$ cat src/design/sseg_pkg.sv
`timescale 1ns / 1ps

package sseg_pkg;

  // Item codes carried in the mode field.
  typedef enum logic [2:0] {
    MODE_SCAN   = 3'd0,
    MODE_ANIM   = 3'd1,
    MODE_SHOW   = 3'd2,
    MODE_SETBIT = 3'd3,
    MODE_SELECT = 3'd4
  } mode_t;

  typedef enum logic [1:0] {
    LED_ROTATE = 2'd0,
    LED_ALT    = 2'd1,
    LED_BLINK  = 2'd2,
    LED_ERROR  = 2'd3
  } led_mode_t;

  typedef struct packed {
    logic [2:0]  mode;
    logic [13:0] value;
    logic [1:0]  led_mode_sel;
    logic        bit_value;
  } in_word_t;

  typedef struct packed {
    logic [3:0] digit_enables_n;
    logic       led_enable_n;
    logic [7:0] segment_bus;
  } out_word_t;

  // Registered item with the decimal quotients already formed.
  typedef struct packed {
    logic [2:0]  mode;
    logic [1:0]  led_mode_sel;
    logic        bit_value;
    logic [13:0] num;
    logic [9:0]  q10;
    logic [6:0]  q100;
    logic [3:0]  q1000;
  } stage_t;

  localparam int unsigned DIGIT_COUNT = 4;
  localparam logic [2:0]  LED_SLOT    = 3'd4;
  localparam logic [13:0] VALUE_MAX   = 14'd9999;

  // Reciprocal constants, exact for every value up to VALUE_MAX.
  localparam logic [15:0] RECIP_10   = 16'd52429;  // shift 19
  localparam logic [12:0] RECIP_100  = 13'd5243;   // shift 19
  localparam logic [14:0] RECIP_1000 = 15'd16778;  // shift 24

  localparam logic [7:0] DOT_PATTERN   = 8'h7F;
  localparam logic [7:0] BLANK_PATTERN = 8'hFF;
  localparam logic [7:0] ALT_A         = 8'h5A;
  localparam logic [7:0] ALT_B         = 8'hA5;
  localparam logic [7:0] ROTATE_LOAD   = 8'h0F;
  localparam logic [7:0] LED_RESET     = 8'hF0;
  localparam logic [7:0] DIG0_RESET    = 8'h7F;
  localparam logic [7:0] DIG1_RESET    = 8'hF9;
  localparam logic [7:0] DIG2_RESET    = 8'hA4;
  localparam logic [7:0] DIG3_RESET    = 8'hB0;

  // Active-low seven-segment glyph of a decimal digit.
  function automatic logic [7:0] dec_glyph(input logic [3:0] d);
    logic [7:0] g;
    case (d)
      4'd0:    g = 8'hC0;
      4'd1:    g = 8'hF9;
      4'd2:    g = 8'hA4;
      4'd3:    g = 8'hB0;
      4'd4:    g = 8'h99;
      4'd5:    g = 8'h92;
      4'd6:    g = 8'h82;
      4'd7:    g = 8'hF8;
      4'd8:    g = 8'h80;
      4'd9:    g = 8'h90;
      default: g = 8'hFF;
    endcase
    return g;
  endfunction

endpackage

$ cat src/design/sseg_in_stage.sv
`timescale 1ns / 1ps

module sseg_in_stage (
  input  logic               clk,
  input  logic               rst_n,
  input  logic               in_valid,
  output logic               in_ready,
  input  sseg_pkg::in_word_t in_data,
  input  logic               advance,
  output logic               stage_valid,
  output sseg_pkg::stage_t   stage_item
);

  logic               valid_r, valid_nxt;
  sseg_pkg::stage_t   item_r, item_nxt;
  logic [13:0]        num;
  logic [29:0]        prod10;
  logic [26:0]        prod100;
  logic [28:0]        prod1000;

  assign in_ready = !valid_r || advance;

  // Clamp, then divide by 10, 100 and 1000 with reciprocal multiplies.
  always_comb begin
    num      = (in_data.value > sseg_pkg::VALUE_MAX) ? sseg_pkg::VALUE_MAX : in_data.value;
    prod10   = 30'(num) * 30'(sseg_pkg::RECIP_10);
    prod100  = 27'(num) * 27'(sseg_pkg::RECIP_100);
    prod1000 = 29'(num) * 29'(sseg_pkg::RECIP_1000);

    item_nxt.mode         = in_data.mode;
    item_nxt.led_mode_sel = in_data.led_mode_sel;
    item_nxt.bit_value    = in_data.bit_value;
    item_nxt.num          = num;
    item_nxt.q10          = prod10[28:19];
    item_nxt.q100         = prod100[25:19];
    item_nxt.q1000        = prod1000[27:24];
  end

  always_comb begin
    valid_nxt = valid_r;
    if (in_valid && in_ready) begin
      valid_nxt = 1'b1;
    end else if (advance) begin
      valid_nxt = 1'b0;
    end
  end

  always_ff @(posedge clk) begin
    if (!rst_n) begin
      valid_r <= 1'b0;
    end else begin
      valid_r <= valid_nxt;
    end
  end

  always_ff @(posedge clk) begin
    if (in_valid && in_ready) begin
      item_r <= item_nxt;
    end
  end

  assign stage_valid = valid_r;
  assign stage_item  = item_r;

`ifndef ASSERT_OFF
  // A held word is never dropped while the core cannot take it.
  a_hold: assert property (@(posedge clk) disable iff (!rst_n)
    valid_r && !advance |=> valid_r)
    else $error("staged word lost while stalled");
  // Advancing only happens with a staged word present.
  a_adv: assert property (@(posedge clk) disable iff (!rst_n)
    advance |-> valid_r)
    else $error("advance without staged word");
`endif

endmodule

$ cat src/design/sseg_core.sv
`timescale 1ns / 1ps

module sseg_core (
  input  logic                clk,
  input  logic                rst_n,
  input  logic                apply,
  input  sseg_pkg::stage_t    item,
  output sseg_pkg::out_word_t drive
);

  logic [7:0]          digit_r   [sseg_pkg::DIGIT_COUNT];
  logic [7:0]          digit_nxt [sseg_pkg::DIGIT_COUNT];
  logic [7:0]          led_r, led_nxt;
  logic [2:0]          slot_r, slot_nxt;
  logic [2:0]          phase_r, phase_nxt;
  sseg_pkg::led_mode_t lmode_r, lmode_nxt;
  logic [3:0]          dig_en_r, dig_en_nxt;
  logic                led_en_r, led_en_nxt;
  logic [7:0]          bus_r, bus_nxt;
  logic [6:0]          d1;
  logic [9:0]          d2;
  logic [13:0]         d3;
  logic [7:0]          fill;

  // Remainders from neighboring quotients: x - 10 * (x / 10).
  always_comb begin
    d1 = item.q100 - 7'({item.q1000, 3'b000} + {item.q1000, 1'b0});
    d2 = item.q10 - 10'({item.q100, 3'b000} + {item.q100, 1'b0});
    d3 = item.num - ({1'b0, item.q10, 3'b000} + {3'b000, item.q10, 1'b0});
  end

  always_comb begin
    for (int i = 0; i < sseg_pkg::DIGIT_COUNT; i++) begin
      digit_nxt[i] = digit_r[i];
    end
    led_nxt    = led_r;
    slot_nxt   = slot_r;
    phase_nxt  = phase_r;
    lmode_nxt  = lmode_r;
    dig_en_nxt = dig_en_r;
    led_en_nxt = led_en_r;
    bus_nxt    = bus_r;
    fill       = phase_r[0] ? sseg_pkg::DOT_PATTERN : sseg_pkg::BLANK_PATTERN;

    unique case (item.mode)
      sseg_pkg::MODE_SCAN: begin
        if (slot_r < sseg_pkg::LED_SLOT) begin
          led_en_nxt = 1'b1;
          bus_nxt    = digit_r[slot_r[1:0]];
          dig_en_nxt = ~(4'b0001 << slot_r[1:0]);
          slot_nxt   = slot_r + 3'd1;
        end else begin
          dig_en_nxt = 4'hF;
          bus_nxt    = led_r;
          led_en_nxt = 1'b0;
          slot_nxt   = 3'd0;
        end
      end
      sseg_pkg::MODE_ANIM: begin
        unique case (lmode_r)
          sseg_pkg::LED_ROTATE: led_nxt = {led_r[6:0], led_r[7]};
          sseg_pkg::LED_ALT:    led_nxt = phase_r[2] ? sseg_pkg::ALT_A : sseg_pkg::ALT_B;
          sseg_pkg::LED_BLINK:  led_nxt = phase_r[1] ? sseg_pkg::ALT_A : sseg_pkg::BLANK_PATTERN;
          sseg_pkg::LED_ERROR: begin
            led_nxt = sseg_pkg::BLANK_PATTERN;
            for (int i = 0; i < sseg_pkg::DIGIT_COUNT; i++) begin
              digit_nxt[i] = fill;
            end
          end
          default: led_nxt = led_r;
        endcase
        phase_nxt = phase_r + 3'd1;
      end
      sseg_pkg::MODE_SHOW: begin
        digit_nxt[0] = sseg_pkg::dec_glyph(item.q1000);
        digit_nxt[1] = sseg_pkg::dec_glyph(d1[3:0]);
        digit_nxt[2] = sseg_pkg::dec_glyph(d2[3:0]);
        digit_nxt[3] = sseg_pkg::dec_glyph(d3[3:0]);
      end
      sseg_pkg::MODE_SETBIT: begin
        led_nxt[7] = item.bit_value;
      end
      sseg_pkg::MODE_SELECT: begin
        if (sseg_pkg::led_mode_t'(item.led_mode_sel) == sseg_pkg::LED_ROTATE) begin
          led_nxt = sseg_pkg::ROTATE_LOAD;
        end
        lmode_nxt = sseg_pkg::led_mode_t'(item.led_mode_sel);
      end
      default: begin
        led_nxt = led_r;
      end
    endcase
  end

  always_ff @(posedge clk) begin
    if (!rst_n) begin
      digit_r[0] <= sseg_pkg::DIG0_RESET;
      digit_r[1] <= sseg_pkg::DIG1_RESET;
      digit_r[2] <= sseg_pkg::DIG2_RESET;
      digit_r[3] <= sseg_pkg::DIG3_RESET;
      led_r      <= sseg_pkg::LED_RESET;
      slot_r     <= 3'd0;
      phase_r    <= 3'd0;
      lmode_r    <= sseg_pkg::LED_ROTATE;
      dig_en_r   <= 4'hF;
      led_en_r   <= 1'b1;
      bus_r      <= 8'hFF;
    end else if (apply) begin
      for (int i = 0; i < sseg_pkg::DIGIT_COUNT; i++) begin
        digit_r[i] <= digit_nxt[i];
      end
      led_r    <= led_nxt;
      slot_r   <= slot_nxt;
      phase_r  <= phase_nxt;
      lmode_r  <= lmode_nxt;
      dig_en_r <= dig_en_nxt;
      led_en_r <= led_en_nxt;
      bus_r    <= bus_nxt;
    end
  end

  assign drive.digit_enables_n = dig_en_r;
  assign drive.led_enable_n    = led_en_r;
  assign drive.segment_bus     = bus_r;

`ifndef ASSERT_OFF
  a_slot: assert property (@(posedge clk) disable iff (!rst_n)
    slot_r <= sseg_pkg::LED_SLOT)
    else $error("scan slot out of range");
  a_excl: assert property (@(posedge clk) disable iff (!rst_n)
    $onehot0(~dig_en_r) && (led_en_r || dig_en_r == 4'hF))
    else $error("more than one display element driven");
  a_drive: assert property (@(posedge clk) disable iff (!rst_n)
    apply && item.mode != sseg_pkg::MODE_SCAN |=> $stable(dig_en_r) && $stable(bus_r))
    else $error("drive changed on a non-scan word");
`endif

endmodule

$ cat src/design/seven_segment_scan_with_led_animation.sv
`timescale 1ns / 1ps

// Multiplexed driver for four common-anode seven-segment digits and an
// eight-LED bar sharing one active-low segment bus.
// Input channel (in_valid / in_ready / in_data): each word is a scan tick,
// an animation tick, a decimal value to show, a write of LED bit 7 or an
// LED mode selection. The sender paces the ticks.
// Result channel (out_valid / out_ready / out_data): every input word yields
// exactly one result word holding the digit enables, LED enable and bus
// value after that word has been applied. Only scan ticks change them.
// An accepted word goes to the staging register, then to the result register
// once that is free. Throughput: one word per cycle while results are taken;
// the decimal split is a set of reciprocal multiplies ahead of the staging
// register, so the state update is one pass.
// The input side keeps accepting while a result waits: the staging register
// and the result register decouple the two channels, and a stalled receiver
// holds the result steady and back-pressures only once both are full.
// Reset (synchronous, active low) empties both registers, turns all digits
// and the LED bar off, loads the power-on digit and LED patterns and
// selects the rotate animation.

module seven_segment_scan_with_led_animation (
  input  logic                clk,
  input  logic                rst_n,
  input  logic                in_valid,
  output logic                in_ready,
  input  sseg_pkg::in_word_t  in_data,
  output logic                out_valid,
  input  logic                out_ready,
  output sseg_pkg::out_word_t out_data
);

  logic             stage_valid;
  sseg_pkg::stage_t stage_item;
  logic             advance;
  logic             out_valid_r, out_valid_nxt;

  // A staged word moves into the state and result registers whenever the
  // result register is empty or its word is being taken this cycle.
  assign advance = stage_valid && (!out_valid_r || out_ready);

  sseg_in_stage u_in_stage (
    .clk         (clk),
    .rst_n       (rst_n),
    .in_valid    (in_valid),
    .in_ready    (in_ready),
    .in_data     (in_data),
    .advance     (advance),
    .stage_valid (stage_valid),
    .stage_item  (stage_item)
  );

  // The core's drive registers double as the result payload register.
  sseg_core u_core (
    .clk   (clk),
    .rst_n (rst_n),
    .apply (advance),
    .item  (stage_item),
    .drive (out_data)
  );

  always_comb begin
    out_valid_nxt = out_valid_r;
    if (advance) begin
      out_valid_nxt = 1'b1;
    end else if (out_ready) begin
      out_valid_nxt = 1'b0;
    end
  end

  always_ff @(posedge clk) begin
    if (!rst_n) begin
      out_valid_r <= 1'b0;
    end else begin
      out_valid_r <= out_valid_nxt;
    end
  end

  assign out_valid = out_valid_r;

`ifndef ASSERT_OFF
  a_accept: assert property (@(posedge clk) disable iff (!rst_n)
    in_valid && in_ready |=> stage_valid)
    else $error("accepted word not staged");
  a_result: assert property (@(posedge clk) disable iff (!rst_n)
    advance |=> out_valid_r)
    else $error("applied word produced no result");
  a_stall: assert property (@(posedge clk) disable iff (!rst_n)
    out_valid_r && !out_ready |=> $stable(out_data))
    else $error("result changed while stalled");
`endif

endmodule
$ cat config.mk
export PLATFORM = sky130hd
export DESIGN_NAME = seven_segment_scan_with_led_animation
export DESIGN_NICKNAME = d
export VERILOG_FILES = /design/src/design/sseg_pkg.sv /design/src/design/sseg_in_stage.sv /design/src/design/sseg_core.sv /design/src/design/seven_segment_scan_with_led_animation.sv
export SDC_FILE = /design/constraint.sdc
export NUM_CORES = 1
export LEC_CHECK = 0
export BUFFER_PORTS_ARGS = -buffer_cell sky130_fd_sc_hd__buf_2
export CORE_AREA = 2 2 177 179
export DETAILED_ROUTE_END_ITERATION = 7
export DIE_AREA = 0 0 179 181
export HOLD_SLACK_MARGIN = 0.15
export PLACE_DENSITY = 0.65
export SLEW_MARGIN = 10
export SYNTH_ARGS = -nofsm -noshare
export SYNTH_HDL_FRONTEND = slang
export SYNTH_HIERARCHICAL = 1
export SYNTH_SLANG_ARGS = --single-unit
export TNS_END_PERCENT = 30
$ cat constraint.sdc
create_clock -name clk -period 9.2 [get_ports clk]
set_input_delay 1.38 -clock clk [delete_from_list [all_inputs] [get_ports clk]]
set_output_delay 1.38 -clock clk [all_outputs]
set_load 0.05 [all_outputs]
### Word level (Yosys, flattened, before mapping)

Memory sizes are Yosys's and may differ from the RTL's. A register that Yosys moved wholly into a read port is not among the register bits.
Index checks and enable logic that the tools add are counted.

* bits in registers: 53
* ROM bits: 448
* input bits: 24
* memories kept: 5
* bits in latches: 0
* output and inout bits: 15
* logic and storage cells: 99
* memory bits (writable): 32

* multiplexer cells: 29
* $lt $le $gt $ge: 2
* shift-type cells: 1
* equal/unequal tests: 10
* reductions and logical operators: 19
* div/mod/pow operators: 0
* add/sub/neg operators: 8
* multiply operators: 3
* bitwise gates (word level): 5

Memory list
* (name not given): words 16, width 7, rd ports 1, clocked after memory_dff 1, write ports 0, line sseg_pkg.sv:68 `case (d)`
* (name not given): words 16, width 7, rd ports 1, clocked after memory_dff 0, write ports 0, line sseg_pkg.sv:68
* (name not given): words 16, width 7, rd ports 1, clocked after memory_dff 0, write ports 0, line sseg_pkg.sv:68
* (name not given): words 16, width 7, rd ports 1, clocked after memory_dff 0, write ports 0, line sseg_pkg.sv:68
* u_core.digit_r: words 4, width 8, rd ports 1, clocked after memory_dff 1, write ports 4, line sseg_core.sv:11 `logic [7:0] digit_r [sseg_pkg::DIGIT_COUNT];`

Operators by type and width (count)
* 2-to-1 mux 8 bit: 9
* one-hot mux 32 bit (2 select lines): 1
* 2-to-1 mux 32 bit: 1
* one-hot mux 8 bit (4 select lines): 1
* multiplier 14 x 14 -> 27 bit (second input constant): 1
* multiplier 14 x 13 -> 23 bit (second input constant): 1
* multiplier 14 x 16 -> 23 bit (second input constant): 1
* greater-than comparator 14 bit (second input constant): 1
* 2-to-1 mux 14 bit: 1
* one-hot mux 7 bit (2 select lines): 1
* adder 4 bit: 3
* subtractor 4 bit: 3
* 2-to-1 mux 1 bit: 9
* AND reduction 3 bit: 3
* 2-to-1 mux 4 bit: 2
* adder 3 x 1 -> 3 bit (second input constant): 2
* equality test 3 x 2 -> 1 bit (second input constant): 2
* AND reduction 2 bit: 3
* nonzero test 2 bit: 3
* equality test 2 bit (second input constant): 2
* logical NOT 2 bit: 2
* 2-to-1 mux 2 bit: 2
* inequality test 2 bit (second input constant): 2
* inverter 4 bit: 1
* 14 further kinds: 20

### Depth between registers and ports, before layout

* depth in word-level cells: 8
* mapped depth: 27
* depth with buffers taken out: 25

### Modules after synthesis

The synthesis kept the hierarchy.

Modules (own cells, without submodules)
* sseg_in_stage: instances 1, area each 9715.6 um2, sequential area each 1251.2 um2, cells each 987
* sseg_core: instances 1, area each 3796.1 um2, sequential area each 1521.5 um2, cells each 377
* seven_segment_scan_with_led_animation: instances 1, area each 47.5 um2, sequential area each 20.0 um2, cells each 4

### Least setup slack after synthesis

OpenSTA, ideal clock, no wires.

* path kind: input-to-reg
* start: in in_data[8] (netlist bit)
* end: reg u_in_stage/stage_item[20] (netlist name)
* arrival time: 7048 ps
* path slack: 1892 ps
* path buffers: 2
* data required time: 8940 ps
* setup time: 260 ps
* cell stages on the path: 25
* cell sequence: buf_2 nor4_1 nor2_1 o31ai_4 clkbuf_1 nand2_1 inv_1 ha_1 ha_1 inv_1 fa_1 fa_1 inv_1 fa_1 inv_1 fa_1 inv_1 ha_1 a21oi_1 a21boi_0 a211oi_1 o41ai_2 o41ai_2 o21bai_1 xnor2_1

RTL lines
* start: declaration: line seven_segment_scan_with_led_animation.sv:27 `input sseg_pkg::in_word_t in_data,`

### Final worst setup path

* start: in in_data[8] (netlist bit)
* end: reg u_in_stage.item_r (netlist bit u_in_stage/stage_item[14]) (data pin)

* word-level cells in the longest chain between the ends: 3

Ends and longest elaborated chain
* greater-than comparator 14 bit: line sseg_in_stage.sv:25 `num = (in_data.value > sseg_pkg::VALUE_MAX) ? sseg_pkg::VALUE_MAX : in_data.value;`
* 2-to-1 mux 14 bit: line sseg_in_stage.sv:25
* net u_in_stage.num[3]: line sseg_in_stage.sv:16 `logic [13:0] num;`
* multiplier 14 x 16 -> 23 bit: line sseg_in_stage.sv:26 `prod10 = 30'(num) * 30'(sseg_pkg::RECIP_10);`
* net u_in_stage.prod10[22]: line sseg_in_stage.sv:17 `logic [29:0] prod10;`
* end signal: assignment: line sseg_in_stage.sv:58 `item_r <= item_nxt;`
* end: declaration: line sseg_in_stage.sv:15 `sseg_pkg::stage_t item_r, item_nxt;`

The timed path passes the listed nets, and every way through them passes these cells.
A chain may end at the register's enable or synchronous reset.

==> flow_summary.toml <==
[setup_path]
slowest_stage = "ha_1"
path_buf_inv = 5
crit_family = "adder cells"
arrival_ns = 8.00
critPathKind = "input pin to flip-flop"
max_stage_delay_ns = 0.57
path_max_fanout = 17
r2r_slack_ns = 6.55
cp.required_ns = 9.28
cp-end-kind = "flip-flop"
worst_setup_path_start_kind = "input pin"
cp_cell_sequence = "buf_2, nor4_1, nor2_1, o31ai_4, nand2b_1, ha_1, ha_1, inv_1, fa_1, fa_1, inv_1, fa_1, inv_1, fa_1, inv_1, ha_1, a21oi_1, a21boi_0, a21o_1, a211oi_1, nor2_1, o21ai_0, xnor2_1"

[sta]
rsz0062_at_grt = "false"
drv_slew = 0
final.min_clock_period_ns = 7.92
hold_viol = 0
tns_ns = 0
max_slew_margin_pct = 29.6
setup_viol = 0
final.setup_skew_ns = 0.00875
tightest_slew_ns = 1.06
fin_crit_sh_pct = 86.1
max_freq_ghz = 0.126

[grt]
track_usage_pct = 17.9
antenna_found_initial = 0
grt_overflow = 0
first_global_vias = 8800
grt_max_degree = 35
grt_pass1_wl_um = 45300

[power]
power.leakage_nw = 6.58
p_clk_share_pct = 9.7
switching_power_w = 0.00175
p_sw_share_pct = 48.7
power.internal_w = 0.00185
comb_power_share_pct = 76.2
total_power_w = 0.00360
max-vdd-ir-drop_uv = 144
p_seq_share_pct = 14.1
powerDensity_nw_per_um2 = 277

[logic_synthesis]
syn_area_um2 = 12200
netlist_instances = 1258
avgSynthCellArea_um2 = 9.68
yosysWarnings = 6

[clock_tree]
cts_resized = 0
htreeDepth = 3
cts_tree = "yes"
cts_hold_buf = 0
clockBufferDepth = 2
clk_latency_ns = 0.34
cts_sinks = 85
clk_pin_slew_ns = 0.06
cts_root_buffer = "clkbuf_16"
cts_buffers = 9
post_cts_buffers = 0

[floorplan]
die_area_um2 = 32400
boundaryPins = 39
die_h_um = 181
coreArea_um2 = 30300
start_util_pct = 40.1
die_w_um = 179
fp-row-count = 64

[placement]
io_buffer_count = 38
place_inst = 1663
globalplace.congestion = 0.960
dpl_cell_area_um2 = 12700
hpwl_um = 23600

[routing]
ant_nets = 0
wl_per_cell_um = 16.5
vias = 8453
drt-vias-per-instance = 5.03
drt_iter0_markers = 408
drtPass1Iterations = 4
drcViolationCount = 0
totalWireLength_um = 27700

[cells_and_area]
drive_gt1_share_pct = 7.40
final_util_pct = 42.9
seq_area_um2 = 2220
fillerInstances = 2935
num-nets-final = 1668
area_growth_pct = 7.06
antenna_cells = 0
multi_input_area_um2 = 8730
stdcell_count = 1679
post-route-cell-area_um2 = 13000

[outcome]
status = "finished, final reports clean"

[worst_hold_path]
hp-class = "flip-flop to flip-flop"

[job]
max-cap-violations = 0
## registers in the layout, indices dropped and copies added, names as in the netlist, named ones only
signal and cells:
u_core/phase_r 3, u_in_stage/stage_item 22, u_core/lmode_r 2, u_core/led_r 8
u_core/dig_en_r 4, u_in_stage/stage_valid 1, u_core/led_en_r 1, u_core/bus_r 8
u_core/slot_r 3, u_core/digit_r 30, out_valid 1
## path summary, 6_finish.rpt
kind | start | to | depth (start not counted)
worst min register to register | u_core/bus_r[2] | u_core/bus_r[2] | 2
worst max-delay path | in_data[8] | u_in_stage/stage_item[14] | 23
worst min-delay path | u_core/bus_r[2] | u_core/bus_r[2] | 2
worst max register to register | u_in_stage/stage_item[38] | u_core/digit_r[1][4] | 5
## layout by cell type, fill, tap and decap left out, types with 11 or more instances in the layout
cell / instances
inv_1: 286
ha_1: 252
fa_1: 114
nand2_1: 58
edfxtp_1: 52
a21oi_1: 45
xnor2_1: 43
nor2_1: 39
buf_2: 38
o21ai_0: 38
dfxtp_1: 33
a21o_1: 26
xor2_1: 16
nor2b_1: 15
mux2i_1: 15
nand3_1: 14
nand2b_1: 13
o211ai_1: 11
## power groups by stage
stage	sequential [W]	clock [W]	combinational, W
2_1_floorplan	0.000509	0	0.00214
3_3_place_gp	0.000515	0	0.00267
4_1_cts	0.000509	0.000362	0.00277
3_5_place_dp	0.000517	0	0.00275
6_report	0.000508	0.000351	0.00274
5_1_grt	0.000514	0.000377	0.00319
## routing by layer
layer | up-vias | global-route usage [%] | part of all wire [%]
met1 | 4072 | 23.1 | 45
met5 | - | 0 | 0
li1 | 4177 | - | -
met3 | 40 | 2.69 | 4.0
met2 | 164 | 30.6 | 49
met4 | 0 | 5.98 | 2.8
## final cells by class
class / instances / area share [%]
clock inverter: 5 / 0.307
sequential: 85 / 17.1
timing repair buffer: 41 / 1.63
multi-input combinational: 853 / 67.0
clock buffer: 11 / 1.94
inverter: 288 / 8.30
tap: 396 / 3.80
## per-stage QoR
step | setup WS [ns] | hold slack [ns]
floorplan | 2.07 | 0.453
global route | 0.874 | 0.501
global placement | 1.03 | 0.462
detailed placement | 0.929 | 0.467
CTS | 1.29 | 0.483
finish | 1.28 | 0.476
## tightest hold or removal path, stage by stage, from the launching register on
cell      delay (ns)
dfxtp_1         0.32
nand2_1         0.05
o211ai_1        0.07
(Power assumes the default switching activity.)
